File: config.mk
export PLATFORM = sky130hd
export DESIGN_NAME = lpht_hash
export DESIGN_NICKNAME = d
export VERILOG_FILES = /design/src/sv/assert_macros.svh /design/src/sv/lpht_pkg.sv /design/src/sv/lpht_hash.sv
export SDC_FILE = /design/constraint.sdc
export NUM_CORES = 1
export LEC_CHECK = 0
export ABC_AREA = 1
export BUFFER_PORTS_ARGS = -buffer_cell sky130_fd_sc_hd__buf_2
export CAP_MARGIN = 10
export CORE_MARGIN = 5
export CORE_UTILIZATION = 30
export CTS_CLUSTER_DIAMETER = 80
export DETAILED_ROUTE_END_ITERATION = 16
export PLACE_DENSITY = 0.55
export SYNTH_ARGS = -nofsm -noshare
export SYNTH_HDL_FRONTEND = slang
export SYNTH_SLANG_ARGS = --single-unit
File: constraint.sdc
create_clock -name clk -period 14.3 [get_ports clk]
set_clock_uncertainty 0.1 [all_clocks]
set_input_delay 0.715 -clock clk [delete_from_list [all_inputs] [get_ports clk]]
set_output_delay 0.715 -clock clk [all_outputs]
set_load 0.05 [all_outputs]
File: src/sv/assert_macros.svh
// Assertion helpers for the hash table RTL
`ifndef ASSERT_MACROS_SVH
`define ASSERT_MACROS_SVH
// same-cycle implication, checked on every clock
`define ASSERT_IMP(label, clk, rst_n, a, c) \
	label: assert property (@(posedge clk) disable iff (!rst_n) (a) |-> (c)) \
		else $error("assertion failed");
// next-cycle implication
`define ASSERT_NXT(label, clk, rst_n, a, c) \
	label: assert property (@(posedge clk) disable iff (!rst_n) (a) |=> (c)) \
		else $error("assertion failed");
`endif

File: src/sv/lpht_pkg.sv
// ----------------------------------------------------------------------------
// lpht_pkg
// Shared constants of the linear probing hash table.
// ----------------------------------------------------------------------------
package lpht_pkg;
	localparam logic [63:0] HASH_SEED = 64'h13371337deadbeef;
	localparam int CHAR_BITS = 8;
	localparam logic CMD_GET = 1'b0;
	localparam logic CMD_PUT = 1'b1;
	localparam logic [0:0] REG_CAPACITY = 1'b0;
endpackage

File: src/sv/lpht_hash.sv
// ----------------------------------------------------------------------------
// lpht_hash
// Hashes one character per cycle, then reduces modulo capacity by
// restoring division, one quotient bit per cycle.
// ----------------------------------------------------------------------------
module lpht_hash import lpht_pkg::*; #(
	parameter int CAP_BITS = 9
) (
	input  logic                clk,
	input  logic                arst_n,
	input  logic                start,
	input  logic [63:0]         key,
	input  logic [3:0]          key_length,
	input  logic [CAP_BITS-1:0] cap,
	output logic                done,
	output logic [CAP_BITS-1:0] slot
);
	localparam logic [1:0] ST_IDLE = 2'd0;
	localparam logic [1:0] ST_HASH = 2'd1;
	localparam logic [1:0] ST_DIV  = 2'd2;

	logic [1:0] state_q;
	logic [63:0] h_q;
	logic [63:0] key_q;
	logic [3:0] left_q;
	logic [6:0] bit_q;
	logic [CAP_BITS:0] rem_q;
	logic [7:0] c;
	logic [63:0] hx;
	logic [CAP_BITS:0] rsh;

	assign c = key_q[7:0];
	assign hx = h_q ^ {56'd0, c};
	assign rsh = {rem_q[CAP_BITS-1:0], h_q[bit_q[5:0]]};
	assign slot = rem_q[CAP_BITS-1:0];

	always_ff @(posedge clk or negedge arst_n) begin
		if (!arst_n) begin
			state_q <= ST_IDLE;
			done <= 1'b0;
		end else begin
			done <= 1'b0;
			case (state_q)
				ST_IDLE: begin
					if (start) begin
						h_q <= HASH_SEED;
						key_q <= key;
						left_q <= key_length;
						state_q <= ST_HASH;
					end
				end
				ST_HASH: begin
					if (left_q == 4'd0) begin
						rem_q <= '0;
						bit_q <= 7'd63;
						state_q <= ST_DIV;
					end else begin
						h_q <= {hx[55:0], 8'd0} + {56'd0, c};
						key_q <= {8'd0, key_q[63:8]};
						left_q <= left_q - 4'd1;
					end
				end
				ST_DIV: begin
					rem_q <= (rsh >= {1'b0, cap}) ? rsh - {1'b0, cap} : rsh;
					bit_q <= bit_q - 7'd1;
					if (bit_q == 7'd0) begin
						state_q <= ST_IDLE;
						done <= 1'b1;
					end
				end
				default: state_q <= ST_IDLE;
			endcase
		end
	end
endmodule

==> flow_metrics.py, run 1 <==
metrics = {
    "status": {
        "status": "completed",
    },
    "global_route": {
        "grt_max_degree": 105,
        "antenna_found_initial": 0,
        "grt_first_pass_wirelength_microns": 26100,
        "grt_pass1_vias": 5377,
        "grt-ovfl-total": 0,
        "grt_use_total_pct": 11.5,
    },
    "synthesis": {
        "netlist_area_sq_mm": 0.00736,
        "synthTopCellsByArea": "edfxtp_1 (60%), nand2_1 (15%), inv_1 (4.9%)",
        "ys_seq_area_share_pct": 61.4,
        "ys_warn_count": 0,
        "avgSynthCellArea_sq_um": 9.42,
        "yosys.cell_types.count": 32,
        "ys_ff_latch": 151,
        "synthCells": 781,
        "yosys.area.top_type": "edfxtp_1",
        "post-synth-top-area-fraction_pct": 60.4,
        "synth_nets": 875,
    },
    "timing": {
        "maxSlewViolCount": 0,
        "slew_headroom_pct": 30.2,
        "rsz0062_at_grt": "no",
        "tightest_slew_ns": 1.05,
        "finalHoldViolCount": 0,
        "min_period_ns": 3.97,
        "fmax_mhz": 252,
        "setup-violations-final": 0,
        "min_period_over_period_pct": 27.8,
        "final.setup.tns_ns": 0,
    },
    "cts": {
        "cts_buffers": 17,
        "htreeDepth": 4,
        "post_cts_buffers": 0,
        "cts_resized": 0,
        "worst_skew_pair.late_latency_ns": 0.43,
        "clk_pin_slew_worst_paths_ns": 0.07,
        "cts_hold_buf": 1,
        "cts_root_buf": "clkbuf_16",
        "tritoncts": "yes",
        "clock_sinks": 151,
        "clk_path_buf_depth": 2,
    },
    "power": {
        "vdd_drop_max_uv": 94.9,
        "p_leak_nw": 3.78,
        "powerDensity_mw_per_mm2": 193,
    },
    "hold_path": {
        "hold_class": "register to register",
        "min_from": "key_q[10]",
    },
    "final_layout": {
        "diodes": 0,
        "multi_input_area_sq_mm": 0.00229,
        "nFillCells": 2530,
        "nets": 958,
        "drive_gt1_share_pct": 17.7,
        "regArea_sq_mm": 0.00452,
        "syn2layout_area_growth_pct": 17.7,
        "final_cells": 1200,
    },
    "die": {
        "die_h_microns": 167,
        "ioPinCount": 90,
        "die-area_sq_mm": 0.0278,
        "die_w_microns": 167,
        "initial_utilization_pct": 30.4,
        "core-area_sq_mm": 0.0242,
        "rows": 57,
    },
    "worst_setup_path": {
        "r2r_start": "state_q[1]",
        "end_kind": "register",
        "critPathKind": "register to register",
        "crit_arrival_ns": 3.93,
        "r2r_slack_ns": 10.33,
        "reg2regPathDepth": 9,
        "r2r-end": "key_q[55]",
        "critPathRequiredTime_ns": 14.26,
        "crit_path_start_kind": "register",
        "critPathLaunch": "state_q[1]",
        "path_max_fanout": 104,
        "crit_end": "key_q[55]",
    },
    "route": {
        "dr.pass1.iters": 4,
        "drt-vias-per-instance": 4.39,
        "drc": 0,
        "avgRoutedWirePerCell_microns": 13.2,
        "first_iter_violations": 402,
        "route.vias.total": 5266,
        "wl_microns": 15800,
        "drtAntennaViolNets": 0,
    },
    "place": {
        "dpl.hpwl_microns": 10100,
        "gp_congestion": 0.768,
        "dp.cells": 1168,
        "port_buffers": 89,
    },
    "flow_run": {
        "drv_cap": 0,
    },
}
[logic make-up (layout without fill, tap and decap cells)]
family | count (synthesis) | after routing | share of synthesized area [%]
AO/OA/AOI/OAI | 69 | 69 | 5.30
XOR/XNOR | 8 | 8 | 0.952
buffers and inverters | 135 | 230 | 7.72
AND/OR/NAND/NOR | 404 | 404 | 22.1
adder cells (fa/ha/maj) | 14 | 14 | 2.48
flip-flops | 151 | 151 | 61.4
[where the power goes]
part	leakage, nW	switching, mW	internal (mW)
combinational	2.16	0.370	0.144
clock	0.261	0.184	0.240
sequential	1.36	0.0445	0.687
[state kept, by name (all words and copies together), names as in the netlist]
signal	count
bit_q	7
left_q	4
key_q	64
h_q	64
state_q	2
rem_q	9
done	1
[layout by cell type, fill, tap and decap left out, types with 8 or more instances in the layout]
cell,count
or2_2,10
ha_1,13
inv_1,95
nand2_1,290
edfxtp_1,148
o21ai_0,28
a21oi_1,24
nor2_1,46
buf_2,89
clkbuf_16,17
buf_4,8
nand3_1,47
[stage by stage]
step	worst slack (ns)	power (mW)	instance area (sq um)	utilization (%)	hold slack (ns)
floorplan	6.30	1.15	7360	-	0.319
global placement	10.31	1.25	8100	33.4	0.395
detailed placement	10.23	1.27	8100	33.4	0.402
CTS	10.22	1.69	8660	35.7	0.416
global route	9.95	1.79	8660	35.7	0.434
finish	10.33	1.67	8660	35.7	0.414
[layer usage]
metal | vias up | global-route usage, % | share of wire (%)
li1 | 2697 | - | -
met1 | 2425 | 15.1 | 46
met2 | 133 | 18.5 | 47
met3 | 11 | 3.53 | 6.0
met4 | 0 | 3.20 | 0.98
met5 | - | 0 | 0
[worst min-delay path by stage]
| stage | to | slack [ns] | cells after the start |
|---|---|---|---|
| after global placement | h_q[34] | 0.40 | 2 |
| after floorplan | done | 0.32 | 0 |
| after global routing | key_q[11] | 0.43 | 2 |
| final | key_q[2] | 0.41 | 2 |
| after CTS | h_q[30] | 0.42 | 2 |
| after detailed placement | key_q[6] | 0.40 | 2 |
[worst max-delay path, cell delays in order, from the launching register on]
cell,delay [ns]
dfrtp_1,0.40
nor2_4,0.10
buf_4,0.72
inv_2,0.03
buf_4,0.44
a31oi_1,0.38
inv_1,0.13
a21oi_4,0.14
buf_4,0.49
buf_4,0.58
[synthesized netlist by cell type]
cell type	number
buf_12	1
nand2_2	1
o211ai_1	5
nand2_1	290
inv_4	1
fa_1	1
nand4_1	2
inv_1	96
o21ai_0	28
o21ai_2	4
inv_2	4
clkbuf_1	20
buf_4	6
ha_1	13
or2_2	10
nand2_4	1
nor2_1	47
edfxtp_1	148
nor2_2	1
a21oi_2	3
nand3_2	1
a21oi_1	25
buf_6	2
a21o_1	1
dfrtp_1	3
nor3_1	4
xnor2_1	4
buf_2	4
a31oi_1	3
buf_1	1
xor2_1	4
nand3_1	47
[final cells by class]
| cell class | count | share of cell area (%) |
|---|---|---|
| sequential | 151 | 52.2 |
| inverter | 101 | 4.40 |
| tap | 324 | 4.68 |
| clock buffer | 18 | 4.95 |
| clock inverter | 13 | 1.42 |
| timing repair buffer | 98 | 5.95 |
| multi-input combinational | 495 | 26.4 |
(Power assumes the default switching activity.)
==> run 2: changes to the inputs <==
--- a/config.mk
+++ b/config.mk
@@ -12,7 +12,7 @@
 export CORE_UTILIZATION = 30
 export CTS_CLUSTER_DIAMETER = 80
 export DETAILED_ROUTE_END_ITERATION = 16
-export PLACE_DENSITY = 0.55
+export PLACE_DENSITY = 0.56
 export SYNTH_ARGS = -nofsm -noshare
 export SYNTH_HDL_FRONTEND = slang
 export SYNTH_SLANG_ARGS = --single-unit
==> constraint.sdc (replaced) <==
create_clock -name clk -period 3.2 [get_ports clk]
set_clock_uncertainty 0.1 [all_clocks]
set_input_delay 0.16 -clock clk [delete_from_list [all_inputs] [get_ports clk]]
set_output_delay 0.16 -clock clk [all_outputs]
set_load 0.05 [all_outputs]
==> run 2 against run 1 <==
Net effect:
- register-to-register slack lost 10 ns
- critical path depth increased by 11
- sequential share of layout area shrank 6.1 points
- global-route usage grew 0.99 points
- highest routed layer unchanged
- count of clock-buffer cells in the layout is the same
- total power increased to 4.7 times the previous value
- critical endpoint is now rem_q[0]
- largest cell class unchanged
- maximum frequency increased by 25%
- die area unchanged
- combinational power grew to 5.2 times the previous value
- via count rose by 8.9%
==> flow_metrics.py, run 2 (synthesis gave the netlist of run 1 again) <==
metrics = {
    "worst_setup_path": {
        "critPathMaxStageDelay_ns": 0.41,
        "path_cells": "buf_12, buf_12, o211ai_1, nand3_1, nand3_1, nand2_2, a31oi_4, ha_2, inv_2, fa_2, a21oi_2, inv_2, nand2_2, nand3_4, nand2_4, nand2_8, inv_2, nand3_1, nand2_1, inv_1",
        "crit_slowest_cell": "edfxtp_1",
        "critical_path_buf_inv_count": 6,
        "critPathRequiredTime_ns": 3.29,
        "crit_family": "simple AND/OR/NAND/NOR gates",
        "crit_arrival_ns": 3.26,
        "path_max_fanout": 19,
        "r2r_slack_ns": 0.03,
        "crit_path_start_kind": "register",
        "critPathKind": "register to register",
        "end_kind": "register",
    },
    "place": {
        "port_buffers": 89,
        "dpl.hpwl_microns": 10700,
        "gp_congestion": 0.838,
        "dp.cells": 1188,
        "pre_cts_ws_ns": -0.138,
        "postPlaceCellArea_sq_mm": 0.00831,
    },
    "die": {
        "die_h_microns": 167,
        "die-area_sq_mm": 0.0278,
        "core-area_sq_mm": 0.0242,
        "die_w_microns": 167,
        "initial_utilization_pct": 30.4,
        "ioPinCount": 90,
        "rows": 57,
    },
    "final_layout": {
        "diodes": 0,
        "fin_util_pct": 40.5,
        "final_cell_area_sq_mm": 0.00981,
        "syn2layout_area_growth_pct": 33.4,
        "final_cells": 1298,
        "drive_gt1_share_pct": 21.5,
        "final_cell_mix": "nand2_1 (283), edfxtp_1 (148), inv_1 (91), buf_2 (89), dlygate4sd3_1 (71)",
        "final_common_cell": "nand2_1",
        "nets": 1055,
        "reg.largest.list": "h_q: 64 flops, key_q: 64 flops, rem_q: 9 flops",
    },
    "cts": {
        "cts_buffers": 17,
        "worst_skew_pair.late_latency_ns": 0.43,
        "htreeDepth": 4,
        "tritoncts": "yes",
        "cts_root_buf": "clkbuf_16",
        "clk_path_buf_depth": 2,
        "clk_pin_slew_worst_paths_ns": 0.06,
        "clock_sinks": 151,
    },
    "timing": {
        "min_period_ns": 3.17,
        "min_period_over_period_pct": 99.1,
        "finalHoldViolCount": 0,
        "tightest_slew_ns": 0.966,
        "fin_ws_ns": 0.0275,
        "final.setup.tns_ns": 0,
        "rsz0062_at_grt": "yes",
        "maxSlewViolCount": 0,
        "setup-violations-final": 0,
        "fmax_mhz": 315,
        "slew_headroom_pct": 35.6,
    },
    "power": {
        "swShare_pct": 36.1,
        "powerDensity_mw_per_mm2": 803,
        "sequentialPowerShare_pct": 41.4,
        "p_int_mw": 5.04,
        "share_comb_of_total_power_pct": 33.9,
        "p_switching_mw": 2.84,
        "vdd_drop_max_uv": 350,
        "power_frac_clock_pct": 24.7,
        "p_leak_nw": 4.25,
    },
    "global_route": {
        "grt-ovfl-total": 0,
        "grt_pass1_vias": 5840,
        "grt_use_total_pct": 12.5,
        "antenna_found_initial": 0,
        "grt_first_pass_wirelength_microns": 28200,
        "grt_max_degree": 92,
    },
    "hold_path": {
        "hold_class": "input port to register",
    },
    "route": {
        "first_iter_violations": 335,
        "drc": 0,
        "wl_microns": 17200,
        "dr.pass1.iters": 4,
        "avgRoutedWirePerCell_microns": 13.3,
        "route.vias.total": 5733,
        "drt-vias-per-instance": 4.42,
        "drtAntennaViolNets": 0,
    },
    "status": {
        "status": "completed",
    },
    "flow_run": {
        "drv_cap": 0,
    },
}
-- run 2: cell count changes in the layout (fill, tap and decap cells not counted), sizes merged --
cell,delta
nand2,+1
dlygate4sd3,+70
buf,+24
clkbuf,+1
clkinv,-1
inv,+3
-- run 2: worst paths after layout --
check                      startpoint    endpoint  cells past startpoint
max                          bit_q[0]    rem_q[0]                     20
min                            cap[0]    rem_q[0]                      5
max reg2reg                  bit_q[0]    rem_q[0]                     20
min reg2reg                 key_q[11]    key_q[3]                      2
max in group asynchronous      arst_n        done                      3
min in group asynchronous      arst_n  state_q[0]                      3
-- run 2: worst register-to-register path: cells and delay by family, from the launching register on --
family	cells	cell delay [ns]
AO/OA/AOI/OAI	3	0.57
adder cells (fa/ha/maj)	2	0.54
buffers and inverters	6	0.53
flip-flops	1	0.41
AND/OR/NAND/NOR	9	0.80
-- run 2: metrics by stage --
step                      hold slack, ns  total power [mW]
after CTS                          0.175              7.85
after detailed placement          -0.112              5.79
after floorplan                   -0.236              5.07
final                              0.207              7.88
after global routing               0.214              8.43
after global placement            -0.115              5.74
-- run 2: power groups by stage --
stage / Sequential, mW / Combinational [mW] / Clock (mW)
finish: 3.26 / 2.67 / 1.95
global route: 3.33 / 3.02 / 2.08
CTS: 3.26 / 2.59 / 2.00
detailed placement: 3.30 / 2.49 / 0
global placement: 3.28 / 2.46 / 0
floorplan: 3.40 / 1.67 / 0
-- run 2: layer usage --
metal / GRT usage, % / up-vias / wire (microns)
li1: - / 2893 / -
met1: 15.9 / 2657 / 7580
met2: 20.5 / 155 / 8340
met3: 3.01 / 28 / 925
met4: 5.12 / 0 / 390
met5: 0 / - / 0
-- run 2: timing repair --
action / 4_1_cts / 5_1_grt
pin swaps: 5 / 9
setup endpoints to repair: 9 / 9
hold endpoints to repair: 72 / 0
gates cloned: 1 / 2
gates resized for setup: 6 / 40
hold buffers: 71 / 0
buffers inserted: 0 / 4
-- run 2: area by class of cell --
class / instances / area [sq um]
flip-flops and latches: 151 / 4520
fillers: 2436 / 14400
repair inverters: 1 / 8.76
well taps: 324 / 405
repair buffers: 193 / 1480
clock buffers: 18 / 429
inverters: 101 / 392
multi-input cells: 496 / 2440
clock inverters: 14 / 140
